==> src/rtl/acbe_pkg.sv <==
// ----------------------------------------------------------------------------
// acbe_pkg: shared types and constants for the block cipher engine
// Substitution tables, round constants, field multiply and register codes.
// ----------------------------------------------------------------------------
`default_nettype none

package acbe_pkg;

   typedef enum logic [1:0] {
      CMD_RAW_ENC = 2'd0,
      CMD_RAW_DEC = 2'd1,
      CMD_CBC_ENC = 2'd2,
      CMD_CBC_DEC = 2'd3
   } cmd_type;

   localparam logic [2:0] REG_KEY0  = 3'd0;
   localparam logic [2:0] REG_KEY1  = 3'd1;
   localparam logic [2:0] REG_KEY2  = 3'd2;
   localparam logic [2:0] REG_NK    = 3'd3;
   localparam logic [2:0] REG_TWEAK = 3'd4;
   localparam logic [2:0] REG_IVH   = 3'd5;
   localparam logic [2:0] REG_IVL   = 3'd6;

   localparam logic [31:0] TWEAK_4 = 32'h7300_0000;
   localparam logic [31:0] TWEAK_6 = 32'h0900_0000;
   localparam logic [31:0] TWEAK_8 = 32'hE400_0000;

   typedef logic [7:0] sbox_type [256];

   localparam sbox_type FWD_SUB = '{
   8'h63,8'h7C,8'h77,8'h7B,8'hF2,8'h6B,8'h6F,8'hC5,8'h30,8'h01,8'h67,8'h2B,8'hFE,8'hD7,8'hAB,8'h76,
   8'hCA,8'h82,8'hC9,8'h7D,8'hFA,8'h59,8'h47,8'hF0,8'hAD,8'hD4,8'hA2,8'hAF,8'h9C,8'hA4,8'h72,8'hC0,
   8'hB7,8'hFD,8'h93,8'h26,8'h36,8'h3F,8'hF7,8'hCC,8'h34,8'hA5,8'hE5,8'hF1,8'h71,8'hD8,8'h31,8'h15,
   8'h04,8'hC7,8'h23,8'hC3,8'h18,8'h96,8'h05,8'h9A,8'h07,8'h12,8'h80,8'hE2,8'hEB,8'h27,8'hB2,8'h75,
   8'h09,8'h83,8'h2C,8'h1A,8'h1B,8'h6E,8'h5A,8'hA0,8'h52,8'h3B,8'hD6,8'hB3,8'h29,8'hE3,8'h2F,8'h84,
   8'h53,8'hD1,8'h00,8'hED,8'h20,8'hFC,8'hB1,8'h5B,8'h6A,8'hCB,8'hBE,8'h39,8'h4A,8'h4C,8'h58,8'hCF,
   8'hD0,8'hEF,8'hAA,8'hFB,8'h43,8'h4D,8'h33,8'h85,8'h45,8'hF9,8'h02,8'h7F,8'h50,8'h3C,8'h9F,8'hA8,
   8'h51,8'hA3,8'h40,8'h8F,8'h92,8'h9D,8'h38,8'hF5,8'hBC,8'hB6,8'hDA,8'h21,8'h10,8'hFF,8'hF3,8'hD2,
   8'hCD,8'h0C,8'h13,8'hEC,8'h5F,8'h97,8'h44,8'h17,8'hC4,8'hA7,8'h7E,8'h3D,8'h64,8'h5D,8'h19,8'h73,
   8'h60,8'h81,8'h4F,8'hDC,8'h22,8'h2A,8'h90,8'h88,8'h46,8'hEE,8'hB8,8'h14,8'hDE,8'h5E,8'h0B,8'hDB,
   8'hE0,8'h32,8'h3A,8'h0A,8'h49,8'h06,8'h24,8'h5C,8'hC2,8'hD3,8'hAC,8'h62,8'h91,8'h95,8'hE4,8'h79,
   8'hE7,8'hC8,8'h37,8'h6D,8'h8D,8'hD5,8'h4E,8'hA9,8'h6C,8'h56,8'hF4,8'hEA,8'h65,8'h7A,8'hAE,8'h08,
   8'hBA,8'h78,8'h25,8'h2E,8'h1C,8'hA6,8'hB4,8'hC6,8'hE8,8'hDD,8'h74,8'h1F,8'h4B,8'hBD,8'h8B,8'h8A,
   8'h70,8'h3E,8'hB5,8'h66,8'h48,8'h03,8'hF6,8'h0E,8'h61,8'h35,8'h57,8'hB9,8'h86,8'hC1,8'h1D,8'h9E,
   8'hE1,8'hF8,8'h98,8'h11,8'h69,8'hD9,8'h8E,8'h94,8'h9B,8'h1E,8'h87,8'hE9,8'hCE,8'h55,8'h28,8'hDF,
   8'h8C,8'hA1,8'h89,8'h0D,8'hBF,8'hE6,8'h42,8'h68,8'h41,8'h99,8'h2D,8'h0F,8'hB0,8'h54,8'hBB,8'h16};

   localparam sbox_type INV_SUB = '{
   8'h52,8'h09,8'h6A,8'hD5,8'h30,8'h36,8'hA5,8'h38,8'hBF,8'h40,8'hA3,8'h9E,8'h81,8'hF3,8'hD7,8'hFB,
   8'h7C,8'hE3,8'h39,8'h82,8'h9B,8'h2F,8'hFF,8'h87,8'h34,8'h8E,8'h43,8'h44,8'hC4,8'hDE,8'hE9,8'hCB,
   8'h54,8'h7B,8'h94,8'h32,8'hA6,8'hC2,8'h23,8'h3D,8'hEE,8'h4C,8'h95,8'h0B,8'h42,8'hFA,8'hC3,8'h4E,
   8'h08,8'h2E,8'hA1,8'h66,8'h28,8'hD9,8'h24,8'hB2,8'h76,8'h5B,8'hA2,8'h49,8'h6D,8'h8B,8'hD1,8'h25,
   8'h72,8'hF8,8'hF6,8'h64,8'h86,8'h68,8'h98,8'h16,8'hD4,8'hA4,8'h5C,8'hCC,8'h5D,8'h65,8'hB6,8'h92,
   8'h6C,8'h70,8'h48,8'h50,8'hFD,8'hED,8'hB9,8'hDA,8'h5E,8'h15,8'h46,8'h57,8'hA7,8'h8D,8'h9D,8'h84,
   8'h90,8'hD8,8'hAB,8'h00,8'h8C,8'hBC,8'hD3,8'h0A,8'hF7,8'hE4,8'h58,8'h05,8'hB8,8'hB3,8'h45,8'h06,
   8'hD0,8'h2C,8'h1E,8'h8F,8'hCA,8'h3F,8'h0F,8'h02,8'hC1,8'hAF,8'hBD,8'h03,8'h01,8'h13,8'h8A,8'h6B,
   8'h3A,8'h91,8'h11,8'h41,8'h4F,8'h67,8'hDC,8'hEA,8'h97,8'hF2,8'hCF,8'hCE,8'hF0,8'hB4,8'hE6,8'h73,
   8'h96,8'hAC,8'h74,8'h22,8'hE7,8'hAD,8'h35,8'h85,8'hE2,8'hF9,8'h37,8'hE8,8'h1C,8'h75,8'hDF,8'h6E,
   8'h47,8'hF1,8'h1A,8'h71,8'h1D,8'h29,8'hC5,8'h89,8'h6F,8'hB7,8'h62,8'h0E,8'hAA,8'h18,8'hBE,8'h1B,
   8'hFC,8'h56,8'h3E,8'h4B,8'hC6,8'hD2,8'h79,8'h20,8'h9A,8'hDB,8'hC0,8'hFE,8'h78,8'hCD,8'h5A,8'hF4,
   8'h1F,8'hDD,8'hA8,8'h33,8'h88,8'h07,8'hC7,8'h31,8'hB1,8'h12,8'h10,8'h59,8'h27,8'h80,8'hEC,8'h5F,
   8'h60,8'h51,8'h7F,8'hA9,8'h19,8'hB5,8'h4A,8'h0D,8'h2D,8'hE5,8'h7A,8'h9F,8'h93,8'hC9,8'h9C,8'hEF,
   8'hA0,8'hE0,8'h3B,8'h4D,8'hAE,8'h2A,8'hF5,8'hB0,8'hC8,8'hEB,8'hBB,8'h3C,8'h83,8'h53,8'h99,8'h61,
   8'h17,8'h2B,8'h04,8'h7E,8'hBA,8'h77,8'hD6,8'h26,8'hE1,8'h69,8'h14,8'h63,8'h55,8'h21,8'h0C,8'h7D};

   typedef logic [31:0] rcon_type [11];
   localparam rcon_type RCON = '{
      32'h0000_0000, 32'h0100_0000, 32'h0200_0000, 32'h0400_0000, 32'h0800_0000,
      32'h1000_0000, 32'h2000_0000, 32'h4000_0000, 32'h8000_0000, 32'h1B00_0000,
      32'h3600_0000};

   function automatic logic [31:0] sub_word(input logic [31:0] w);
      return {FWD_SUB[w[31:24]], FWD_SUB[w[23:16]], FWD_SUB[w[15:8]], FWD_SUB[w[7:0]]};
   endfunction

   function automatic logic [31:0] gf_mul2(input logic [31:0] w);
      logic [31:0] hi;
      hi = (w & 32'h8080_8080) >> 7;
      return ((w & 32'h7f7f_7f7f) << 1) ^ (hi * 32'h1b);
   endfunction

   function automatic logic [31:0] rotl8(input logic [31:0] w);
      return {w[23:0], w[31:24]};
   endfunction

endpackage : acbe_pkg

`default_nettype wire

==> src/rtl/acbe_key_sched.sv <==
// ----------------------------------------------------------------------------
// acbe_key_sched: round key expansion sequencer
// Derives one key word per cycle into the round key memory, then applies
// the optional tweak in three further writes. Also serves round key
// reads for the datapath, one 128-bit row per cycle.
// ----------------------------------------------------------------------------
`default_nettype none

module acbe_key_sched #(
   parameter int ROUND_KEY_WORDS = 52
) (
   input  wire logic         clock,
   input  wire logic         reset,
   input  wire logic         start,
   input  wire logic [191:0] key,
   input  wire logic [2:0]   nk_cfg,
   input  wire logic         tweak,
   input  wire logic [3:0]   rd_round,
   output logic [127:0]      rd_key,
   output logic [3:0]        rounds,
   output logic              busy
);
   import acbe_pkg::*;

   localparam int ROWS  = ROUND_KEY_WORDS / 4;
   localparam int MAXK  = (ROWS >= 11) ? (ROWS - 7) : 4;
   localparam int RW    = $clog2(ROWS);

   typedef enum logic [1:0] {KS_IDLE, KS_EXPAND, KS_TWEAK} ks_state_type;

   // one memory per column, so a whole round key reads in a single access
   logic [31:0] mem0 [ROWS];
   logic [31:0] mem1 [ROWS];
   logic [31:0] mem2 [ROWS];
   logic [31:0] mem3 [ROWS];

   ks_state_type state_ff;
   logic [5:0]   idx_ff, idx_in;
   logic [2:0]   nk_ff;
   logic [2:0]   phase_ff;    // i mod nk
   logic [3:0]   quot_ff;     // i div nk
   logic [1:0]   tw_ff;
   logic         twk_ff;
   logic [3:0]   rounds_ff;
   logic [31:0]  hist_ff [6]; // last nk words, hist_ff[0] newest
   logic [31:0]  word, temp;
   logic [5:0]   total;
   logic [2:0]   nk_sel;
   logic         wr_en;
   logic [5:0]   wr_idx;
   logic [31:0]  wr_data;
   logic [31:0]  tw_mask;
   logic [31:0]  old_w;
   logic [31:0]  rd0_ff, rd1_ff, rd2_ff, rd3_ff;

   always_comb begin
      if (nk_cfg < 3'd4) nk_sel = 3'd4;
      else if (nk_cfg > 3'd6) nk_sel = 3'd6;
      else nk_sel = nk_cfg;
      if (nk_sel > 3'(MAXK)) nk_sel = 3'(MAXK);
   end

   assign total = 6'((rounds_ff + 4'd1) * 3'd4);

   always_comb begin
      temp = hist_ff[0];
      if (phase_ff == 3'd0) temp = sub_word(rotl8(hist_ff[0])) ^ RCON[quot_ff];
      word = hist_ff[nk_ff - 3'd1] ^ temp;
   end

   always_comb begin
      case (tw_ff)
         2'd0:    tw_mask = TWEAK_4;
         2'd1:    tw_mask = TWEAK_6;
         default: tw_mask = TWEAK_8;
      endcase
   end

   // column 0 of rows 4, 6, 8 are rewritten in the tweak pass
   assign old_w = mem0[RW'(5'd4 + {tw_ff, 1'b0} + 5'd0)];

   always_comb begin
      wr_en   = 1'b0;
      wr_idx  = idx_ff;
      wr_data = word;
      idx_in  = idx_ff;
      if (state_ff == KS_EXPAND) begin
         wr_en = 1'b1;
         if (idx_ff < 6'(nk_ff)) wr_data = hist_ff[nk_ff - 3'd1];
         idx_in = idx_ff + 6'd1;
      end else if (state_ff == KS_TWEAK) begin
         wr_en   = 1'b1;
         wr_idx  = 6'(16 + 8 * tw_ff);
         wr_data = old_w ^ tw_mask;
      end
      if (start) idx_in = '0;
   end

   always_ff @(posedge clock) begin
      if (wr_en) begin
         case (wr_idx[1:0])
            2'd0:    mem0[wr_idx[RW+1:2]] <= wr_data;
            2'd1:    mem1[wr_idx[RW+1:2]] <= wr_data;
            2'd2:    mem2[wr_idx[RW+1:2]] <= wr_data;
            default: mem3[wr_idx[RW+1:2]] <= wr_data;
         endcase
      end
      rd0_ff <= mem0[rd_round[RW-1:0]];
      rd1_ff <= mem1[rd_round[RW-1:0]];
      rd2_ff <= mem2[rd_round[RW-1:0]];
      rd3_ff <= mem3[rd_round[RW-1:0]];
   end

   assign rd_key = {rd0_ff, rd1_ff, rd2_ff, rd3_ff};

   always_ff @(posedge clock) begin
      if (reset) begin
         state_ff  <= KS_IDLE;
         rounds_ff <= 4'd10;
         idx_ff    <= '0;
         tw_ff     <= '0;
      end else begin
         idx_ff <= idx_in;
         // a write to a mapped register restarts the expansion from any state
         if (start) begin
            state_ff  <= KS_EXPAND;
            nk_ff     <= nk_sel;
            rounds_ff <= 4'(nk_sel + 3'd6);
            twk_ff    <= tweak;
            phase_ff  <= '0;
            quot_ff   <= 4'd1;
            // key words loaded so that hist_ff[nk-1] is word 0
            for (int k = 0; k < 6; k++) begin
               hist_ff[k] <= key[32*(k+6-int'(nk_sel)) +: 32];
            end
         end else begin
            case (state_ff)
               KS_IDLE: begin
                  state_ff <= KS_IDLE;
               end
               KS_EXPAND: begin
                  for (int k = 5; k > 0; k--) hist_ff[k] <= hist_ff[k-1];
                  hist_ff[0] <= wr_data;
                  if (idx_ff >= 6'(nk_ff)) begin
                     if (phase_ff == nk_ff - 3'd1) begin
                        phase_ff <= '0;
                        quot_ff  <= quot_ff + 4'd1;
                     end else begin
                        phase_ff <= phase_ff + 3'd1;
                     end
                  end
                  if (idx_ff == total - 6'd1) begin
                     tw_ff    <= '0;
                     state_ff <= twk_ff ? KS_TWEAK : KS_IDLE;
                  end
               end
               KS_TWEAK: begin
                  tw_ff <= tw_ff + 2'd1;
                  if (tw_ff == 2'd2) state_ff <= KS_IDLE;
               end
               default: state_ff <= KS_IDLE;
            endcase
         end
      end
   end

   assign rounds = rounds_ff;
   assign busy   = (state_ff != KS_IDLE);

endmodule : acbe_key_sched

`default_nettype wire

==> config.mk <==
export PLATFORM = sky130hd
export DESIGN_NAME = acbe_key_sched
export DESIGN_NICKNAME = d
export VERILOG_FILES = /design/src/rtl/acbe_pkg.sv /design/src/rtl/acbe_key_sched.sv
export SDC_FILE = /design/constraint.sdc
export NUM_CORES = 2
export LEC_CHECK = 0
export BUFFER_PORTS_ARGS = -buffer_cell sky130_fd_sc_hd__clkbuf_2
export CAP_MARGIN = 30
export CELL_PAD_IN_SITES_DETAIL_PLACEMENT = 0
export CELL_PAD_IN_SITES_GLOBAL_PLACEMENT = 1
export CORE_ASPECT_RATIO = 1.1
export CORE_MARGIN = 1
export CORE_UTILIZATION = 43
export DETAILED_ROUTE_END_ITERATION = 10
export PLACE_DENSITY_LB_ADDON = 0.05
export SLEW_MARGIN = 20
export SYNTH_ARGS = -nofsm -noshare
export SYNTH_HDL_FRONTEND = slang
export SYNTH_SLANG_ARGS = --single-unit
==> constraint.sdc <==
create_clock -name clock -period 14.2 [get_ports clock]
set_clock_uncertainty 0.05 [all_clocks]
set_input_delay 2.13 -clock clock [delete_from_list [all_inputs] [get_ports clock]]
set_output_delay 2.13 -clock clock [all_outputs]
set_load 0.02 [all_outputs]
# == After elaboration in Yosys (flattened, before gate mapping) ==
# Memories as Yosys holds them, arrays and structs flattened. A register that Yosys moved wholly into a read port is not among the register bits.
# Cells that the tools add are included.
# totals
regBits,25
ram_bits,1856
romBits,8704
elab_cells,155
n_memories,10
# classes
n_addsub,16
order_cmp,10
eq_ne,12
shifts,6
n_mux,60
bitwise,16
n_reduce_logical,16
# mem_list
name,depth,width,rd,rd_clocked_by_memory_dff,wr,line,text
(name not given),256,8,1,0,0,acbe_pkg.sv:73,"return {FWD_SUB[w[31:24]], FWD_SUB[w[23:16]], FWD_SUB[w[15:8]], FWD_SUB[w[7:0]]};"
(name not given),256,8,1,0,0,acbe_pkg.sv:73,
(name not given),256,8,1,0,0,acbe_pkg.sv:73,
(name not given),256,8,1,0,0,acbe_pkg.sv:73,
(name not given),16,32,1,0,0,acbe_key_sched.sv:67,if (phase_ff == 3'd0) temp = sub_word(rotl8(hist_ff[0])) ^ RCON[quot_ff];
mem0,13,32,2,1,1,acbe_key_sched.sv:32,logic [31:0] mem0 [ROWS];
4 more memories,-,-,-,-,-,-,
# ops
operator,count
$shiftx 192x10->32,4
$mux 32,12
$shiftx 192x9->32,2
$xor 32x32->32,3
$mux 8,8
$pmux 32 s2,1
$ge 9x9->1 const B,4
$not 8->9,4
$mux 1,22
$sub 4x3->5 const A,4
$mux 3,6
$mux 4,3
$mux 6,2
$reduce_bool 2->1,5
$add 4x1->4 const B,2
$mux 2,4
$pmux 2 s2,2
$sub 3x3->4 const A,2
$add 5x5->6 const A,1
$add 6x1->6 const B,1
$eq 2x1->1 const B,3
$eq 2x2->1 const B,3
$eq 6x6->1,1
$ge 6x3->1,1
other kinds (23),36

# == Logic depth before layout (Yosys ltp) ==
# An unclocked memory read counts as a cell.
# depth
ltp_word,11
ltp_mapped,15
mapped_depth_nobuf,11

# == Worst setup path after synthesis ==
# OpenSTA, ideal clock, no wires.
# synth_timing
path_kind,input -> register
startpoint,in reset
endpoint,mem hist_ff[0][0] (enable)
setup_time_ns,0.747
t_arrival_ns,10.301
slack_ns,3.102
path_stages,2
n_path_buf,1
path_cell_list,clkbuf_1 -> nor2_1
# synth_lines
element,line,text
from (decl),acbe_key_sched.sv:13,"input wire logic reset,"
to (decl),acbe_key_sched.sv:45,logic [31:0] hist_ff [6];

==> results.cfg <==
[clock_tree]
holdBufCountCts = 0
htreeDepth = 4
cts_buffers = 205
postCtsSetupBuffers = 0
cts_root_buf = clkbuf_16
cts_tree = yes
path_clk_slew_ns = 0.06
cts-resized-gates = 0
cts_sinks = 2009
clockBufferDepth = 3
clk_latency_ns = 0.88

[drt]
first_pass_iters = 6
routed_via_density = 6.31
post_drt_wl_per_cell_um = 32.6
post-route-drc-count = 0
wirelength_um = 323000
drt_iter0_markers = 7154
via_count = 62500
antenna_left = 0

[timing]
drv_slew = 0
rsz0062_at_grt = false
fin_setup_tns_ns = 0
hold_viol_final = 0
min_period_over_period_pct = 41.6
period_needed_ns = 5.91
max_freq_mhz = 169
relSlewSlack_pct = 27.2
worst_slack_ns = 8.29
finalSetupViolCount = 0
tightest_slew_ns = 1.09

[placement]
portBuffers = 335
gp_congestion = 0.913
hpwl_um = 196000
dp_cells = 9512
place_area_mm2 = 0.102
preCtsSetupSlack_ns = 7.51

[worst_setup_path]
timing.rr.end = mem3[12][1]$_DFFE_PP_
path_class = in2reg
path_max_fanout = 69
crit_path_max_incr_delay_ns = 0.74
critPathLaunch = nk_cfg[1]
cp_slowest_cell = buf_4
cp-end-kind = flop
ff2ff_path_depth = 12
cp_common_cell = buf_4
cp-start-kind = primary input
crit_chain = clkbuf_2 > or2_4 > clkinv_2 > buf_4 > ha_4 > buf_4 > nor2b_1 > a311oi_1 > a21oi_1
worst_ep_arrival_time_ns = 6.42
r2r_slack_ns = 8.39
cp.required_ns = 14.71
r2r_start = hist_ff[0][27]$_DFFE_PP_

[worst_hold_path]
hold_end = hist_ff[4][29]$_DFFE_PP_
hold_start = hist_ff[3][29]$_DFFE_PP_
hold_class = reg2reg
min_path_cells = 2

[logic_synthesis]
synth_edf_count = 1867
synth_fa_ha_area_share_pct = 1.10
yosysMostFrequentCell = edfxtp_1
synth.area.mux_share_pct = 17.8
async_reset_ff_share_pct = 0
netlist_top_cells_count = edfxtp_1, mux4_2, nand2_1, clkbuf_1, nor2_1
synth.area.top_cells = edfxtp_1, mux4_2, mux2i_1, dfxtp_1, nand2_1
yosysTopAreaCell = edfxtp_1
ys.flop_type = edfxtp_1
synth_cells = 6612
synth_top_family_by_area = multiplexers
yosysSeqAreaShare_pct = 61.0
synth-simple-area-share_pct = 7.33
synth_area_per_cell_um2 = 14.6
yosysTopAreaCellShare_pct = 58.0
syn-num-nets = 6899
synth_compound_area_share_pct = 9.49
ys_seq_elements = 2009
yosysWarnings = 0
synthXorXnorAreaFrac_pct = 0.526
yosys.cell_types.count = 98
netlist_area_mm2 = 0.0966

[grt]
grt_max_degree = 156
met2_usage_pct = 45.4
overflow = 0
antenna_found_initial = 13
gr-max-usage-layer = met2
grt.total_usage_pct = 28.2
grtUsageMet1_pct = 40.0
use_met3_pct = 3.84
grt_pass1_vias = 61700
grt_pass1_wl_um = 462000

[floorplanning]
floorplan.initialDensity_pct = 43.3
dieArea_mm2 = 0.227
core_area_mm2 = 0.223
die_w_um = 454
rows = 182
ioPinCount = 336
die_h_um = 499

[finish]
drive_gt1_share_pct = 23.9
stdcell_count = 9912
syn2layout_area_growth_pct = 12.5
nets = 7066
multi_input_area_mm2 = 0.0357
postLayoutCellArea_mm2 = 0.109
seq_area_mm2 = 0.0589
nFillCells = 19300

[pwr]
cellLeakagePower_nw = 36.3
irDropWorstVdd_mv = 0.134
finalPower_mw = 14.5
p_per_area_mw_per_mm2 = 134

[outcome]
status = finished, final reports clean

[flow_run]
drv_cap = 0
metal layers:
metal	part of all wire, %	routed length (um)
met1	43	138000
met3	6.6	21200
met5	0.0037	12
met2	48	155000
met4	2.8	8880
cell families after synthesis:
kind of cell / after synthesis
simple gates: 1487
other cells: 1
flops: 2009
buf+inv: 669
compound gates: 1359
mux: 945
fa+ha+maj: 84
xor+xnor: 58
cells in the final DEF (no fill, tap or decap), types with 26 or more instances in the layout:
master / instances
inv_1: 67
mux2i_1: 284
nand3_1: 108
a211o_1: 26
mux4_2: 610
nor2b_1: 180
clkbuf_2: 331
clkinv_2: 34
clkbuf_16: 206
nor3_1: 84
edfxtp_1: 1867
ha_1: 80
buf_4: 197
a311oi_1: 44
xnor2_1: 32
dfxtp_1: 140
nor2_4: 58
clkbuf_8: 30
and2_1: 31
a31oi_1: 79
nand2b_1: 80
a311o_1: 47
o21ai_0: 279
mux2_2: 49
clkinv_1: 29
a211oi_1: 134
clkbuf_1: 64
o221ai_1: 47
nand2_1: 499
nor3b_1: 26
o211ai_1: 52
a21oi_1: 313
nor2_1: 275
o21a_1: 49
o311ai_0: 45
worst max path at each step:
stage	endpoint	slack (ns)	depth (start not counted)
after floorplan	hist_ff[0][0]$_DFFE_PP_	3.10	2
after global placement	hist_ff[0][26]$_DFFE_PP_	7.52	9
after detailed placement	hist_ff[0][3]$_DFFE_PP_	7.51	9
after CTS	mem3[12][1]$_DFFE_PP_	8.19	11
after global routing	mem3[12][1]$_DFFE_PP_	8.11	12
final	hist_ff[0][5]$_DFFE_PP_	8.29	9
report_power, final:
part / switching [mW] / internal, mW / total, mW
logic: 1.56 / 0.710 / 2.27
clock network: 2.34 / 3.00 / 5.34
registers: 0.0579 / 6.88 / 6.93
flip-flops by register name (all words and copies together) (netlist names):
signal,cells
state_ff,2
phase_ff,3
twk_ff,1
nk_ff,3
rd0_ff,32
hist_ff,192
quot_ff,4
mem0,416
idx_ff,6
mem3,416
tw_ff,2
mem1,416
rd1_ff,32
rd2_ff,32
rd3_ff,32
rounds,4
mem2,416
critical path: cells and delay by family:
kind                       cells  cell delay, ns
AOI/OAI and AO/OA              2            0.42
adders and majority gates      1            0.52
buffers and inverters          4            2.41
and+or+nand+nor                2            0.74
stage by stage:
| stage | hold slack (ns) | utilization, % |
|---|---|---|
| global route | 0.510 | 48.7 |
| CTS | 0.485 | 48.6 |
| floorplan | 0.437 | - |
| global placement | 0.455 | 45.6 |
| detailed placement | 0.466 | 45.6 |
| finish | 0.483 | 48.7 |
cell type report:
cell class | instances | share of cell area (%)
inverters | 81 | 0.281
flip-flops and latches | 2009 | 54.2
diodes | 13 | 0.0299
clock buffers | 300 | 5.34
multi-input cells | 3934 | 32.8
repair buffers | 548 | 3.18
clock inverters | 83 | 0.817
well taps | 2944 | 3.39
No activity file was read; power rests on OpenSTA's default activity.
